**config.mk**
```make
export PLATFORM = sky130hd
export DESIGN_NAME = invc_accum_flat
export DESIGN_NICKNAME = d
export VERILOG_FILES = /design/src/design/invc_pkg.sv /design/src/design/invc_if.sv /design/src/design/invc_accum.sv /design/src/flat_wrapper.sv
export SDC_FILE = /design/constraint.sdc
export NUM_CORES = 1
export LEC_CHECK = 0
export ABC_CLOCK_PERIOD_IN_PS = 3400
export BUFFER_PORTS_ARGS = -buffer_cell sky130_fd_sc_hd__buf_2
export CAP_MARGIN = 40
export CORE_ASPECT_RATIO = 1.4
export CORE_MARGIN = 5
export CORE_UTILIZATION = 40
export DETAILED_ROUTE_END_ITERATION = 12
export PLACE_DENSITY = 0.64
export SYNTH_ARGS = -nofsm -noshare
export SYNTH_HDL_FRONTEND = slang
export SYNTH_SLANG_ARGS = --single-unit
```
**constraint.sdc**
```tcl
create_clock -name i_clk -period 3.4 [get_ports i_clk]
set_clock_uncertainty 0.05 [all_clocks]
set_input_delay 0.68 -clock i_clk [delete_from_list [all_inputs] [get_ports i_clk]]
set_output_delay 0.68 -clock i_clk [all_outputs]
set_load 0.02 [all_outputs]
```
**src/design/invc_pkg.sv**
```systemverilog
// Shared constants and types of the inversion counter.
`default_nettype none

package invc_pkg;

    localparam int MAX_ELEMENTS = 1024;
    localparam int VALUE_W      = 32;
    localparam int IDX_W        = $clog2(MAX_ELEMENTS + 1);
    localparam int CNT_W        = $clog2(MAX_ELEMENTS);
    localparam int TOTAL_W      = 20;
    localparam int OUT_W        = 19;

    localparam logic [IDX_W-1:0] IDX_FULL  = IDX_W'(MAX_ELEMENTS);
    localparam logic [OUT_W-1:0] COUNT_MAX = '1;

    typedef struct packed {
        logic               valid;
        logic [VALUE_W-1:0] value;
        logic               last;
        logic               ovf;
        logic [IDX_W-1:0]   idx;
        logic [CNT_W-1:0]   cnt;
    } t_token;

endpackage

`default_nettype wire

```
**src/design/invc_if.sv**
```systemverilog
// Request channel interfaces of the inversion counter.
`default_nettype none


interface invc_out_if;
    import invc_pkg::*;

    logic             valid;
    logic             ready;
    logic [OUT_W-1:0] inversion_count;
    logic             overflow;

    modport source (output valid, output inversion_count, output overflow, input ready);
    modport sink (input valid, input inversion_count, input overflow, output ready);
endinterface

`default_nettype wire

```
**src/design/invc_accum.sv**
```systemverilog
// Tail of the chain: running total, overflow flag and the result register.
`default_nettype none

module invc_accum (
    input  wire logic             i_clk,
    input  wire logic             i_rst_n,
    input  wire invc_pkg::t_token i_tok,
    output logic                  o_adv,
    invc_out_if.source            o_out
);
    import invc_pkg::*;

    logic [TOTAL_W-1:0] r_total;
    logic [TOTAL_W-1:0] n_total;
    logic [TOTAL_W:0]   w_sum;
    logic               r_ovf;
    logic               n_ovf;
    logic               r_out_valid;
    logic [OUT_W-1:0]   r_out_count;
    logic [OUT_W-1:0]   n_out_count;
    logic               r_out_ovf;

    assign o_adv = !r_out_valid || o_out.ready;
    assign w_sum = {1'b0, r_total} + (TOTAL_W + 1)'(i_tok.cnt);

    always_comb begin
        if (w_sum[TOTAL_W]) begin
            n_total = '1;
        end else begin
            n_total = w_sum[TOTAL_W-1:0];
        end
        n_ovf = r_ovf || i_tok.ovf;
        if (|n_total[TOTAL_W-1:OUT_W]) begin
            n_out_count = COUNT_MAX;
        end else begin
            n_out_count = n_total[OUT_W-1:0];
        end
    end

    always_ff @(posedge i_clk) begin
        if (!i_rst_n) begin
            r_total     <= '0;
            r_ovf       <= 1'b0;
            r_out_valid <= 1'b0;
        end else if (o_adv) begin
            r_out_valid <= i_tok.valid && i_tok.last;
            if (i_tok.valid) begin
                if (i_tok.last) begin
                    r_total <= '0;
                    r_ovf   <= 1'b0;
                end else begin
                    r_total <= n_total;
                    r_ovf   <= n_ovf;
                end
            end
        end
    end

    always_ff @(posedge i_clk) begin
        if (o_adv && i_tok.valid && i_tok.last) begin
            r_out_count <= n_out_count;
            r_out_ovf   <= n_ovf;
        end
    end

    assign o_out.valid           = r_out_valid;
    assign o_out.inversion_count = r_out_count;
    assign o_out.overflow        = r_out_ovf;

endmodule

`default_nettype wire

```
**src/flat_wrapper.sv**
```systemverilog
// flat-port wrapper written by rule: the top's interface ports become plain ports
module invc_accum_flat import invc_pkg::*;
  (i_clk, i_rst_n, i_tok, o_adv, o_out_valid, o_out_inversion_count, o_out_overflow, o_out_ready);
  invc_out_if o_out_i ();
  input  wire logic i_clk;
  input  wire logic i_rst_n;
  input  wire invc_pkg::t_token i_tok;
  output logic o_adv;
  output wire logic [$bits(o_out_i.valid)-1:0] o_out_valid;
  output wire logic [$bits(o_out_i.inversion_count)-1:0] o_out_inversion_count;
  output wire logic [$bits(o_out_i.overflow)-1:0] o_out_overflow;
  input wire logic [$bits(o_out_i.ready)-1:0] o_out_ready;
  assign o_out_valid = o_out_i.valid;
  assign o_out_inversion_count = o_out_i.inversion_count;
  assign o_out_overflow = o_out_i.overflow;
  assign o_out_i.ready = o_out_ready;
  invc_accum u_core (.i_clk(i_clk), .i_rst_n(i_rst_n), .i_tok(i_tok), .o_adv(o_adv), .o_out(o_out_i));
endmodule
```
=== After elaboration in Yosys (flattened, before gate mapping) ===
Cells that the tools add are included.

* Word-level logic and storage cells: 16
* Flip-flop bits (word level): 42

* Reduce and logical (&&, ||, !) cells: 7
* Multiplexer cells: 3
* Add/subtract/negate cells: 1

{| class="wikitable"
|+ Operator list
! operator !! count
|-
| 20-bit two-way mux || 2
|-
| 20-bit by 10-bit adder with 21-bit output || 1
|-
| 1-bit logical AND || 3
|-
| 1-bit logical OR || 2
|-
| 2-bit AND reduction || 1
|-
| 1-bit zero test || 1
|-
| 1-bit two-way mux || 1
|}

=== Longest topological paths before layout ===
* Word-level depth: 4
* Gate-level depth with buffers: 11
* Gate-level depth less buffers: 9

=== Worst setup path after synthesis ===
No wires, ideal clock.

* Path type: input port to flip-flop
* From: input port i_tok[0] (netlist bit)
* To: register u_core.r_out_count[13] (netlist: u_core.o_out.inversion_count[13]), data pin
* Stages on the path: 10
* Buffers on the path: 1
* Path slack: 0.461 ns
* Arrival: 2.617 ns
* Path through: ha_1 -> fa_1 -> a211oi_1 -> o21ai_2 -> o21ai_1 -> and3_1 -> buf_2 -> nor3_4 -> o31ai_2 -> o21ai_1

* Cells in the longest elaborated chain, start to end: 2

{| class="wikitable"
|+ RTL lines
! what !! line !! text
|-
| from (decl) || flat_wrapper.sv:7 || <nowiki>input wire invc_pkg::t_token i_tok;</nowiki>
|-
| 20-bit by 10-bit adder with 21-bit output || invc_accum.sv:24 || <nowiki>assign w_sum = {1'b0, r_total} + (TOTAL_W + 1)'(i_tok.cnt);</nowiki>
|-
| 20-bit two-way mux || invc_accum.sv:27 || <nowiki>if (w_sum[TOTAL_W]) begin</nowiki>
|-
| to (signal assigned) || invc_accum.sv:61 || <nowiki>r_out_count <= n_out_count;</nowiki>
|-
| to (decl) || invc_accum.sv:19 || <nowiki>logic [OUT_W-1:0] r_out_count;</nowiki>
|}

Every way passes these cells.
A chain may end at the register's enable or synchronous reset.

=== Final worst setup path ===
* From: input port i_tok[0] (netlist bit)
* To: register u_core.r_total[18]

* Cells in the longest elaborated chain, start to end: 3

{| class="wikitable"
|+ RTL lines
! what !! line !! text
|-
| 20-bit by 10-bit adder with 21-bit output || invc_accum.sv:24 ||
|-
| 20-bit two-way mux || invc_accum.sv:27 ||
|-
| 20-bit two-way mux || invc_accum.sv:48 || <nowiki>if (i_tok.last) begin</nowiki>
|-
| to (signal assigned) || invc_accum.sv:52 || <nowiki>r_total <= n_total;</nowiki>
|-
| to (decl) || invc_accum.sv:13 || <nowiki>logic [TOTAL_W-1:0] r_total;</nowiki>
|}

Every way passes these cells.

==> results.json <==
{
  "synth-main-ff-cell": "dfxtp_1",
  "numCtsBuffers": 5,
  "slew_headroom": 0.659,
  "leakage_power_nw": 1.12,
  "min_path_type": "reg -> reg",
  "crit_path_start_kind": "input pin",
  "worstMarginPinSlew_ps": 512,
  "drc": 0,
  "grt_usage": 0.145,
  "vias": 1876,
  "grt_setup_unrepaired": "no",
  "buffer_ports.inserted": 37,
  "outcome": "completed",
  "worstSetupEndpointType": "flop",
  "grt_pass1_wl_um": 8260,
  "wl_per_cell_um": 14.0,
  "critical_path.endpoint": "u_core.r_total[18]",
  "synth_top_cell_by_area": "edfxtp_1",
  "nFillCells": 539,
  "reg2reg_slack_ps": 630,
  "totalWireLength_um": 4950,
  "place_hpwl_um": 3560,
  "cell_types_with_the_largest_area_share_after_synthesis": "edfxtp_1 27%, dfxtp_1 20%, nand2_1 6.7%",
  "gr-max-usage-layer": "met2",
  "cts_buffer_depth": 2,
  "std_cell_rows": 32,
  "path_class": "in -> reg",
  "multiInputGateArea_mm2": 0.00112,
  "start_util": 0.408,
  "drv_slew": 0,
  "number_of_flip_flops_and_latches_in_the_synthesized_netlist": 42,
  "post_synth_instance_area_mm2": 0.00224,
  "synth.cells.most_frequent": "40 x nand2_1, 26 x nor2_1, 22 x dfxtp_1",
  "crit_start": "i_tok[0]",
  "clock_tree_from_tritoncts": "built",
  "finish.net_count": 354,
  "critical_path_required_time_ps": 3550,
  "grt_start_max_net_pins": 21,
  "num_io_pins": 81,
  "clock_sink_count": 42,
  "min_period_ps": 2950,
  "met1_usage": 0.180,
  "report.final.setup_viol": 0,
  "reg2regPathDepth": 10,
  "grt_util_met3": 0.0255,
  "clockRootBuffer": "clkbuf_8",
  "syn_avg_cell_area_um2": 9.24,
  "reg_clk_slew_reported_paths_ps": 80,
  "cts-htree-levels": 2,
  "power-per-cell-area_mw_per_mm2": 403,
  "via_count_of_the_first_global_routing_pass": 1753,
  "area_fraction_of_the_dominant_cell_type_after_synthesis": 0.269,
  "die_height_um": 98.5,
  "rr_endpoint": "u_core.r_total[18]",
  "max-vdd-ir-drop_mv": 0.138,
  "die_footprint_mm2": 0.00721,
  "cts_post_setup_buffers_inserted": 0,
  "final-hold-violation-count": 0,
  "synthesis.yosys.warnings": 0,
  "final_layout_setup_total_negative_slack_ps": 0,
  "synth_edf_count": 20,
  "cp_max_fo": 8,
  "grt.overflow.total": 0,
  "post_drt_via_cell_ratio": 5.31,
  "detailedRoute.firstPassIterationCount": 4,
  "synth_fp_nets": 312,
  "area.sequential_mm2": 0.00104,
  "final_min_period_over_clock_period": 0.868,
  "slowest_stage": "fa_1",
  "dpl-instance-area_mm2": 0.00252,
  "core_area_mm2": 0.00549,
  "global_route.usage.met2": 0.248,
  "achievable-frequency_ghz": 0.339,
  "cell_with_the_most_instances_on_the_worst_path": "and3_1",
  "dieWidth_um": 73.2,
  "stdcell_area_mm2": 0.00260,
  "cts.repair.resized": 0,
  "worst-endpoint-arrival_ps": 3100,
  "synth_seq_area_share": 0.466,
  "ant_nets": 0,
  "first_iter_violations": 114,
  "cp_slowest_stage_delay_ps": 430,
  "holdPathStages": 2,
  "timing.critical_path.cells": "buf_2 -> ha_1 -> fa_1 -> a211oi_1 -> o21ai_2 -> o21ai_1 -> and3_1 -> buf_4 -> nor2_1 -> and3_1 -> a221oi_1",
  "reg2reg_from": "u_core.r_total[0]",
  "antenna-diode-count": 0,
  "grt_antenna_before_repair": 0,
  "synthCells": 242,
  "synthMostInstantiatedCell": "nand2_1",
  "routability_congestion_estimate_from_global_placement": 0.800,
  "post_synth_num_cell_types": 42,
  "clkLatencyLatePin_ps": 300,
  "cap_violations": 0,
  "area_delta_synth_final_pct": 16.2,
  "number_of_buffers_inserted_for_hold_repair_after_clock_tree_synthesis": 0,
  "share_of_synthesized_flip_flops_with_an_asynchronous_set_or_reset": 0,
  "post_route_cells_drive_above_1_share": 0.204
}
## power by group
| group | internal (W) | switching, W | leakage, nW | total (W) |
|---|---|---|---|---|
| registers | 0.000556 | 0.00000811 | 0.369 | 0.000564 |
| logic | 0.0000642 | 0.000102 | 0.709 | 0.000167 |
| clock network | 0.000141 | 0.000174 | 0.0426 | 0.000316 |
| total | 0.000762 | 0.000285 | 1.12 | 0.00105 |
## worst min-delay path by stage
stage	start	end
global route	u_core.r_total[6]	u_core.r_total[6]
finish	u_core.r_total[5]	u_core.r_total[5]
CTS	u_core.r_total[8]	u_core.r_total[8]
floorplan	u_core.r_total[2]	u_core.r_total[2]
global placement	u_core.r_total[9]	u_core.r_total[9]
detailed placement	u_core.r_total[5]	u_core.r_total[5]
## cell families (layout without fill, tap and decap cells)
logic type | Yosys count | in the layout | synth area share
AND/OR/NAND/NOR | 95 | 95 | 0.191
AO/OA/AOI/OAI | 62 | 62 | 0.187
flip-flops | 42 | 42 | 0.466
buffers and inverters | 17 | 60 | 0.0319
XOR/XNOR | 14 | 14 | 0.0548
adder cells (fa/ha/maj) | 11 | 11 | 0.0649
multiplexers | 1 | 1 | 0.00448
## cell type report
class,instances,share of cell area
Multi-Input combinational cell,183,0.432
Sequential cell,42,0.401
Timing Repair Buffer,44,0.0915
Tap cell,68,0.0327
Clock buffer,6,0.0279
Inverter,8,0.0116
Clock inverter,2,0.00337
## layout by cell type (no fill, tap or decap), types with 2 or more instances in the layout
cell	netlist	layout
a211oi_1	6	6
a21boi_0	2	2
a21o_1	4	4
a21oi_1	9	9
a311oi_1	2	2
a31o_2	2	2
a31oi_1	6	6
and2_1	3	3
and3_1	5	5
buf_2	6	37
buf_4	0	7
clkbuf_8	0	5
dfxtp_1	22	22
edfxtp_1	20	20
ha_1	10	10
inv_1	8	8
nand2_1	40	40
nand3_1	8	8
nand4_1	2	2
nor2_1	26	26
nor3_1	3	3
nor4_1	3	3
o21ai_0	7	7
o21ai_1	11	11
o21bai_1	3	3
o2bb2ai_1	2	2
xnor2_1	10	10
xor2_1	4	4
## per-stage QoR
stage	setup slack [ps]	util	cells	power (W)	hold slack [ps]
global placement	141	0.459	345	0.000741	392
global route	269	0.474	353	0.00110	430
CTS	429	0.474	353	0.00106	410
floorplan	461	-	242	0.000695	379
finish	450	0.474	353	0.00105	409
detailed placement	129	0.459	345	0.000744	398
## critical path, delay by kind of cell
kind | cells | cell delay [ps]
buffers and inverters | 2 | 290
and+or+nand+nor | 3 | 590
AOI/OAI and AO/OA | 4 | 860
adders and majority gates | 2 | 660
## registers in the layout, summed over array words and instances (netlist names)
register / flops
u_core.r_total: 20
u_core.o_out.inversion_count: 19
u_core.o_out.overflow: 1
u_core.o_out.valid: 1
u_core.r_ovf: 1
## metal layers
metal,vias up,routed length (um)
met5,-,0
met4,0,66
met3,6,220
met2,35,2450
met1,882,2210
li1,953,-
Power figures use the tool's default switching activity.
